`src/rtl/mdca_pkg.sv`:
```
package mdca_pkg;

	// Primary opcodes
	localparam logic [5:0] OP_RTYPE = 6'h00;
	localparam logic [5:0] OP_J     = 6'h02;
	localparam logic [5:0] OP_JAL   = 6'h03;
	localparam logic [5:0] OP_BEQ   = 6'h04;
	localparam logic [5:0] OP_BNE   = 6'h05;
	localparam logic [5:0] OP_ADDI  = 6'h08;
	localparam logic [5:0] OP_ADDIU = 6'h09;
	localparam logic [5:0] OP_SLTI  = 6'h0A;
	localparam logic [5:0] OP_ANDI  = 6'h0C;
	localparam logic [5:0] OP_ORI   = 6'h0D;
	localparam logic [5:0] OP_XORI  = 6'h0E;
	localparam logic [5:0] OP_LUI   = 6'h0F;
	localparam logic [5:0] OP_LW    = 6'h23;
	localparam logic [5:0] OP_SW    = 6'h2B;

	// R-type function codes
	localparam logic [5:0] FN_SLL  = 6'h00;
	localparam logic [5:0] FN_SRL  = 6'h02;
	localparam logic [5:0] FN_SRA  = 6'h03;
	localparam logic [5:0] FN_JR   = 6'h08;
	localparam logic [5:0] FN_ADD  = 6'h20;
	localparam logic [5:0] FN_ADDU = 6'h21;
	localparam logic [5:0] FN_SUB  = 6'h22;
	localparam logic [5:0] FN_SUBU = 6'h23;
	localparam logic [5:0] FN_AND  = 6'h24;
	localparam logic [5:0] FN_OR   = 6'h25;
	localparam logic [5:0] FN_XOR  = 6'h26;
	localparam logic [5:0] FN_NOR  = 6'h27;
	localparam logic [5:0] FN_SLT  = 6'h2A;

	localparam logic [4:0]  LINK_REG    = 5'd31;
	localparam logic [31:0] REGION_MASK = 32'hF000_0000;

	typedef enum logic [1:0] {
		JK_NONE = 2'd0,
		JK_ABS  = 2'd1,
		JK_REG  = 2'd2
	} jump_kind_t;

	typedef enum logic [3:0] {
		ALU_ZERO,
		ALU_ADD,
		ALU_SUB,
		ALU_AND,
		ALU_OR,
		ALU_XOR,
		ALU_NOR,
		ALU_SLT,
		ALU_SLL,
		ALU_SRL,
		ALU_SRA,
		ALU_LUI
	} alu_op_t;

	typedef enum logic [1:0] {
		BSEL_REG,
		BSEL_SIMM,
		BSEL_ZIMM
	} bsel_t;

	// Decoded control handed from the decoder to the execute logic
	typedef struct packed {
		alu_op_t    alu_op;
		bsel_t      bsel;
		logic       is_branch;
		logic       branch_ne;
		jump_kind_t jump_kind;
		logic [4:0] dest_reg;
		logic       reg_write;
		logic       mem_read;
		logic       mem_write;
		logic       mem_to_reg;
		logic       link_to_reg;
	} ctrl_t;

endpackage

```
`src/rtl/mdca_decoder.sv`:
```
module mdca_decoder import mdca_pkg::*; (
	input  logic [31:0] instruction,
	output ctrl_t       ctrl
);

	logic [5:0] op;
	logic [5:0] funct;
	logic [4:0] rt;
	logic [4:0] rd;

	assign op    = instruction[31:26];
	assign funct = instruction[5:0];
	assign rt    = instruction[20:16];
	assign rd    = instruction[15:11];

	// Main decoder
	always_comb begin
		ctrl = '{alu_op: ALU_ZERO, bsel: BSEL_REG, is_branch: 1'b0, branch_ne: 1'b0,
			jump_kind: JK_NONE, dest_reg: rt, reg_write: 1'b0, mem_read: 1'b0,
			mem_write: 1'b0, mem_to_reg: 1'b0, link_to_reg: 1'b0};
		unique case (op) inside
			OP_RTYPE: begin
				ctrl.dest_reg = rd;
				if (funct == FN_JR) begin
					ctrl.jump_kind = JK_REG;
				end else begin
					ctrl.reg_write = 1'b1;
					unique case (funct) inside
						FN_ADD, FN_ADDU: ctrl.alu_op = ALU_ADD;
						FN_SUB, FN_SUBU: ctrl.alu_op = ALU_SUB;
						FN_AND:          ctrl.alu_op = ALU_AND;
						FN_OR:           ctrl.alu_op = ALU_OR;
						FN_XOR:          ctrl.alu_op = ALU_XOR;
						FN_NOR:          ctrl.alu_op = ALU_NOR;
						FN_SLT:          ctrl.alu_op = ALU_SLT;
						FN_SLL:          ctrl.alu_op = ALU_SLL;
						FN_SRL:          ctrl.alu_op = ALU_SRL;
						FN_SRA:          ctrl.alu_op = ALU_SRA;
						default:         ctrl.alu_op = ALU_ZERO;
					endcase
				end
			end
			OP_J: ctrl.jump_kind = JK_ABS;
			OP_JAL: begin
				ctrl.jump_kind   = JK_ABS;
				ctrl.dest_reg    = LINK_REG;
				ctrl.reg_write   = 1'b1;
				ctrl.link_to_reg = 1'b1;
			end
			OP_BEQ, OP_BNE: begin
				ctrl.is_branch = 1'b1;
				ctrl.branch_ne = (op == OP_BNE);
			end
			OP_ADDI, OP_ADDIU: begin
				ctrl.alu_op    = ALU_ADD;
				ctrl.bsel      = BSEL_SIMM;
				ctrl.reg_write = 1'b1;
			end
			OP_SLTI: begin
				ctrl.alu_op    = ALU_SLT;
				ctrl.bsel      = BSEL_SIMM;
				ctrl.reg_write = 1'b1;
			end
			OP_ANDI: begin
				ctrl.alu_op    = ALU_AND;
				ctrl.bsel      = BSEL_ZIMM;
				ctrl.reg_write = 1'b1;
			end
			OP_ORI: begin
				ctrl.alu_op    = ALU_OR;
				ctrl.bsel      = BSEL_ZIMM;
				ctrl.reg_write = 1'b1;
			end
			OP_XORI: begin
				ctrl.alu_op    = ALU_XOR;
				ctrl.bsel      = BSEL_ZIMM;
				ctrl.reg_write = 1'b1;
			end
			OP_LUI: begin
				ctrl.alu_op    = ALU_LUI;
				ctrl.reg_write = 1'b1;
			end
			OP_LW: begin
				ctrl.alu_op     = ALU_ADD;
				ctrl.bsel       = BSEL_SIMM;
				ctrl.reg_write  = 1'b1;
				ctrl.mem_read   = 1'b1;
				ctrl.mem_to_reg = 1'b1;
			end
			OP_SW: begin
				ctrl.alu_op    = ALU_ADD;
				ctrl.bsel      = BSEL_SIMM;
				ctrl.mem_write = 1'b1;
			end
			default: ;
		endcase
	end

endmodule

```
`src/rtl/mdca_execute.sv`:
```
module mdca_execute import mdca_pkg::*; (
	input  logic [31:0] instruction,
	input  logic [31:0] rs_value,
	input  logic [31:0] rt_value,
	input  logic [31:0] pc_plus_4,
	input  ctrl_t       ctrl,
	output logic [31:0] alu_result,
	output logic        branch_taken,
	output logic [31:0] target_pc
);

	logic [15:0] imm;
	logic [31:0] simm;
	logic [31:0] zimm;
	logic [31:0] op_b;
	logic [4:0]  shamt;
	logic        equal;

	assign imm   = instruction[15:0];
	assign simm  = {{16{imm[15]}}, imm};
	assign zimm  = {16'h0000, imm};
	assign shamt = instruction[10:6];

	// Second operand select
	always_comb begin
		case (ctrl.bsel)
			BSEL_SIMM: op_b = simm;
			BSEL_ZIMM: op_b = zimm;
			default:   op_b = rt_value;
		endcase
	end

	// ALU; add/sub wrap, no overflow trap
	always_comb begin
		case (ctrl.alu_op)
			ALU_ADD: alu_result = rs_value + op_b;
			ALU_SUB: alu_result = rs_value - op_b;
			ALU_AND: alu_result = rs_value & op_b;
			ALU_OR:  alu_result = rs_value | op_b;
			ALU_XOR: alu_result = rs_value ^ op_b;
			ALU_NOR: alu_result = ~(rs_value | op_b);
			ALU_SLT: alu_result = {31'd0, $signed(rs_value) < $signed(op_b)};
			ALU_SLL: alu_result = rt_value << shamt;
			ALU_SRL: alu_result = rt_value >> shamt;
			ALU_SRA: alu_result = 32'($signed(rt_value) >>> shamt);
			ALU_LUI: alu_result = {imm, 16'h0000};
			default: alu_result = 32'd0;
		endcase
	end

	// Branch condition
	assign equal        = (rs_value == rt_value);
	assign branch_taken = ctrl.is_branch & (equal ^ ctrl.branch_ne);

	// Branch, jump or jr target
	always_comb begin
		if (ctrl.is_branch) begin
			target_pc = pc_plus_4 + {simm[29:0], 2'b00};
		end else begin
			case (ctrl.jump_kind)
				JK_ABS:  target_pc = (pc_plus_4 & REGION_MASK)
					| {4'h0, instruction[25:0], 2'b00};
				JK_REG:  target_pc = rs_value;
				default: target_pc = 32'd0;
			endcase
		end
	end

endmodule

```
`src/rtl/mips_decode_control_alu_unit.sv`:
```
// Channel | Handshake                   | Payload
// --------+-----------------------------+---------------------------------------------
// input   | in_valid / in_stall          | instruction, rs_value, rt_value, pc_plus_4
// output  | out_valid / out_stall        | alu_result ... link_to_reg (one per input)
//
// One transaction per clock cycle sustained while out_stall is low; the result is
// offered once the input has passed the input register, then the result register.
// Input register feeds decode and ALU logic, which feeds the result register.
// in_stall rises only when both stages are full and the output is stalled.
// arst_n clears the two stage valid flags; payload registers are not reset.
module mips_decode_control_alu_unit import mdca_pkg::*; (
	input  logic               clk,
	input  logic               arst_n,
	input  logic               in_valid,
	output logic               in_stall,
	input  logic [31:0]        instruction,
	input  logic signed [31:0] rs_value,
	input  logic signed [31:0] rt_value,
	input  logic [31:0]        pc_plus_4,
	output logic               out_valid,
	input  logic               out_stall,
	output logic [31:0]        alu_result,
	output logic               branch_taken,
	output logic               is_branch,
	output logic [1:0]         jump_kind,
	output logic [31:0]        target_pc,
	output logic [4:0]         dest_reg,
	output logic               reg_write,
	output logic               mem_read,
	output logic               mem_write,
	output logic               mem_to_reg,
	output logic               link_to_reg
);

	logic        valid_s1;
	logic [31:0] inst_s1;
	logic [31:0] rs_s1;
	logic [31:0] rt_s1;
	logic [31:0] pc4_s1;
	logic        valid_s2;
	logic [31:0] result_s2;
	logic        taken_s2;
	logic [31:0] target_s2;
	ctrl_t       ctrl_s2;
	logic        free_s1;
	logic        free_s2;
	ctrl_t       ctrl;
	logic [31:0] alu_res;
	logic        br_taken;
	logic [31:0] target;

	// Stage flow control
	assign free_s2  = !valid_s2 || !out_stall;
	assign free_s1  = !valid_s1 || free_s2;
	assign in_stall = !free_s1;

	always_ff @(posedge clk or negedge arst_n) begin
		if (!arst_n) begin
			valid_s1 <= 1'b0;
			valid_s2 <= 1'b0;
		end else begin
			if (free_s1) valid_s1 <= in_valid;
			if (free_s2) valid_s2 <= valid_s1;
		end
	end

	// Input register
	always_ff @(posedge clk) begin
		if (free_s1 && in_valid) begin
			inst_s1 <= instruction;
			rs_s1   <= rs_value;
			rt_s1   <= rt_value;
			pc4_s1  <= pc_plus_4;
		end
	end

	mdca_decoder u_dec (
		.instruction (inst_s1),
		.ctrl        (ctrl)
	);

	mdca_execute u_exe (
		.instruction  (inst_s1),
		.rs_value     (rs_s1),
		.rt_value     (rt_s1),
		.pc_plus_4    (pc4_s1),
		.ctrl         (ctrl),
		.alu_result   (alu_res),
		.branch_taken (br_taken),
		.target_pc    (target)
	);

	// Result register
	always_ff @(posedge clk) begin
		if (free_s2 && valid_s1) begin
			result_s2 <= alu_res;
			taken_s2  <= br_taken;
			target_s2 <= target;
			ctrl_s2   <= ctrl;
		end
	end

	assign out_valid    = valid_s2;
	assign alu_result   = result_s2;
	assign branch_taken = taken_s2;
	assign is_branch    = ctrl_s2.is_branch;
	assign jump_kind    = ctrl_s2.jump_kind;
	assign target_pc    = target_s2;
	assign dest_reg     = ctrl_s2.dest_reg;
	assign reg_write    = ctrl_s2.reg_write;
	assign mem_read     = ctrl_s2.mem_read;
	assign mem_write    = ctrl_s2.mem_write;
	assign mem_to_reg   = ctrl_s2.mem_to_reg;
	assign link_to_reg  = ctrl_s2.link_to_reg;

endmodule

```
`config.mk`:
```
export PLATFORM = sky130hd
export DESIGN_NAME = mips_decode_control_alu_unit
export DESIGN_NICKNAME = d
export VERILOG_FILES = /design/src/rtl/mdca_pkg.sv /design/src/rtl/mdca_decoder.sv /design/src/rtl/mdca_execute.sv /design/src/rtl/mips_decode_control_alu_unit.sv
export SDC_FILE = /design/constraint.sdc
export NUM_CORES = 1
export LEC_CHECK = 0
export BUFFER_PORTS_ARGS = -buffer_cell sky130_fd_sc_hd__buf_2
export CAP_MARGIN = 20
export CORE_AREA = 2 2 253 255
export CTS_CLUSTER_DIAMETER = 80
export CTS_CLUSTER_SIZE = 12
export DETAILED_ROUTE_END_ITERATION = 8
export DIE_AREA = 0 0 255 257
export GPL_TIMING_DRIVEN = 0
export SLEW_MARGIN = 30
export SYNTH_ARGS = -nofsm -noshare
export SYNTH_HDL_FRONTEND = slang
export SYNTH_HIERARCHICAL = 1
export SYNTH_SLANG_ARGS = --single-unit
```
`constraint.sdc`:
```
create_clock -name clk -period 20.1 [get_ports clk]
set_input_delay 2.01 -clock clk [delete_from_list [all_inputs] [get_ports clk]]
set_output_delay 2.01 -clock clk [all_outputs]
set_load 0.02 [all_outputs]
```
==> results.toml <==
[clock_network]
cts_tree = "built"
htree_num_levels = 1
clk_pin_slew_ns = 0.06
clock-sinks = 208
cts_resized = 0
clockRootBuffer = "clkbuf_16"
cts_setup_buffers = 0
clockBufferDepth = 3
holdBufCountCts = 0
cts_made_buffers = 24
clock_latency_ns = 0.58

[global_route]
grt_first_pass_wirelength_um = 124000
antenna_found_initial = 4
grtUsageTotal_pct = 25.8
grt_pass1_vias = 17717
gr-total-overflow = 0
grt_max_degree = 53

[yosys]
synth_ff_type = "edfxtp_1"
synth_area_sq_um = 18700
syn_avg_cell_area_sq_um = 9.34
synth_fp_nets = 2276
yosysUniqueCellTypes = 101
yosysWarnings = 6
synth-edff-count = 206
syn_inst = 2005
seq_area_frac_synth_pct = 33.3
async_flop_share_pct = 0.962
ys_seq_elements = 208

[pwr]
vdd_drop_max_v = 0.0000574
leakage_uw = 0.00841
p_per_area_nw_per_um2 = 67.8

[detailed_routing]
wl_um = 87200
drt_first_pass_iters = 9
drc = 0
viasPerCell = 5.87
drt_iter0_markers = 2231
wl_per_cell_um = 28.1
ant_nets = 0
vias = 18230

[critical_path]
cpMostUsedCell = "clkbuf_1"
end_kind = "flip-flop"
criticalPathCategory = "reg2reg"
cp.required_ns = 20.37
cp_cell_sequence = "clkbuf_1 -> nand2_1 -> mux2i_1 -> nor3_1 -> inv_1 -> ha_1 -> clkbuf_1 -> nor2_1 -> clkbuf_1 -> a22o_1 -> inv_1 -> ha_1 -> buf_2 -> nor2_1 -> a211oi_1 -> a21oi_2 -> a211oi_2 -> o21a_1 -> o21ai_1 -> nor4_1 -> o41ai_1 -> a31oi_1"
critPathLaunchType = "flip-flop"
cp_slowest_cell = "o41ai_1"
cp_max_fo = 10
worstPathArrival_ns = 6.79
critPathMaxStageDelay_ns = 0.77

[cells_and_area]
fin_nets = 2520
seqCellArea_sq_um = 6240
fillCellCount = 6561
drive_gt1_share_pct = 17.6
final_area_sq_um = 21700
area_growth_pct = 15.8
multiInputGateArea_sq_um = 11400

[timing]
fin_crit_sh_pct = 32.5
fmax_ghz = 0.153
setup_viol = 0
slew_headroom_pct = 35.4
slew_violations = 0
min_period_ns = 6.53
tns_ns = 0
worstMarginPinSlew_ns = 0.968
hold_viol_final = 0
rsz0062_at_grt = "false"
skew_ns = 0.0198

[die]
die-width_um = 255
core.rowCount = 92
die_h_um = 257
die-area_sq_um = 65500
core_area_sq_um = 62700
start_util_pct = 29.9
io_pins = 212

[placed_design]
port_buffers = 211
gp_congestion = 0.993
postPlaceCellArea_sq_um = 21000
hpwl_um = 70100

[worst_hold_path]
hold_class = "reg2reg"

[outcome]
status = "completed"

[job]
drv_cap = 0
-- area by class of cell --
type,instances,share of cell area [%]
clock inverters,8,0.323
clock buffers,26,2.80
diodes,1,0.0115
flip-flops and latches,208,28.8
multi-input cells,1523,52.7
inverters,118,2.04
well taps,846,4.88
repair buffers,218,5.45
plain buffers,156,2.98
-- final timing paths --
path / cells past startpoint / end / slack (ns) / startpoint
worst max-delay path: 22 / alu_result[25] / 13.57 / inst_s1[27]
worst min-delay path: 1 / out_valid / 0.51 / valid_s1
worst max register to register: 22 / alu_result[25] / 13.57 / inst_s1[27]
worst min register to register: 1 / out_valid / 0.51 / valid_s1
max in group asynchronous: 1 / out_valid / 18.80 / arst_n
min in group asynchronous: 1 / valid_s1 / 1.20 / arst_n
-- kinds of logic (layout without fill, tap and decap cells) --
logic type,Yosys count,after routing,share of synthesized area [%]
compound gates,665,665,24.3
simple gates,493,493,12.9
buf+inv,274,526,5.81
flops,208,208,33.3
fa+ha+maj,139,139,9.40
mux,135,135,10.0
xor+xnor,91,91,4.25
other cells,0,1,0
-- where the power goes --
group | internal [uW] | leakage, uW | total (uW) | switching (uW)
Combinational | 181 | 0.00604 | 518 | 337
Sequential | 513 | 0.00203 | 548 | 34.5
Clock | 217 | 0.000330 | 404 | 186
Total | 912 | 0.00841 | 1470 | 558
-- cells in the mapped netlist (all sizes together) (11+ instances only) --
| master | count | share of area, % |
|---|---|---|
| buf | 50 | 1.3 |
| mux4 | 40 | 4.8 |
| xor2 | 45 | 2.1 |
| o21ai | 131 | 3.5 |
| mux2i | 71 | 3.8 |
| nand3 | 32 | 0.88 |
| mux2 | 24 | 1.4 |
| ha | 136 | 9.1 |
| nand2 | 134 | 2.7 |
| edfxtp | 206 | 33 |
| nor2 | 141 | 2.8 |
| nor2b | 21 | 0.73 |
| o211ai | 17 | 0.75 |
| a22oi | 56 | 2.2 |
| inv | 116 | 2.3 |
| nand4 | 14 | 0.47 |
| nand2b | 19 | 0.63 |
| clkbuf | 106 | 2.1 |
| and3 | 22 | 0.74 |
| o21a | 29 | 1.2 |
| a21oi | 137 | 3.7 |
| a221oi | 16 | 0.78 |
| xnor2 | 46 | 2.2 |
| or3 | 11 | 0.37 |
| and2 | 14 | 0.47 |
| a31oi | 34 | 1.1 |
| nor4 | 28 | 1.1 |
| nor3 | 32 | 0.92 |
| o22ai | 46 | 1.6 |
| o31ai | 12 | 0.48 |
| a211oi | 20 | 0.91 |
| a22o | 28 | 1.3 |
| a21o | 27 | 1.1 |
| a221o | 12 | 0.64 |
| o21bai | 21 | 0.84 |
-- layout by cell type (no fill, tap or decap), types with 11 or more instances in the layout --
cell       synthesis  final
mux2i_1           71     71
ha_1             136    136
nor2_1           141    141
buf_1             18     18
o21a_1            28     28
o31ai_1           12     11
buf_2             26    237
o21bai_1          21     21
clkbuf_1         105    107
o21ai_0          104    104
nor2b_1           19     19
nor4_1            25     24
nand3_1           31     31
a31oi_1           34     34
nand2b_1          19     19
nand2_1          133    133
or3_1             11     11
nor3_1            31     31
a211oi_1          16     16
mux2_2            24     24
a21o_1            26     26
and2_1            14     13
a221oi_1          15     15
inv_1            112    112
and3_1            21     21
xnor2_1           46     46
a21oi_1          136    135
o22ai_1           45     45
a22o_1            28     28
mux4_2            40     40
o21ai_1           27     27
a22oi_1           56     56
nand4_1           14     14
clkbuf_16          0     24
xor2_1            45     45
o211ai_1          16     16
edfxtp_1         206    206
a221o_1           12     12
-- metrics by stage --
stage          utilization (%)  power [uW]  worst slack [ns]  hold slack (ns)  std cells
3_3_place_gp              33.2        1060              8.44            0.479       3062
5_1_grt                   34.6        1530             13.21            0.537       3103
3_5_place_dp              33.5        1060             13.82            0.510       3069
2_1_floorplan                -         876             11.79            0.467       2005
4_1_cts                   34.5        1460             13.75            0.520       3103
6_report                  34.6        1470             13.57            0.513       3104
-- metal layers --
| layer | vias to the layer above | global-route usage [%] | part of all wire (%) |
|---|---|---|---|
| li1 | 8072 | - | - |
| met1 | 8990 | 34.5 | 42 |
| met2 | 995 | 41.1 | 45 |
| met3 | 167 | 4.57 | 8.4 |
| met4 | 6 | 10.6 | 4.6 |
| met5 | - | 0 | 0.050 |
-- worst max-delay path, delay by kind of cell (launching register included) --
| kind | cells | cell delay [ns] |
|---|---|---|
| buf+inv | 6 | 1.33 |
| compound gates | 8 | 2.65 |
| simple gates | 5 | 1.20 |
| mux | 1 | 0.16 |
| flops | 1 | 0.31 |
| fa+ha+maj | 2 | 0.57 |
No activity file was read; power rests on OpenSTA's default activity.
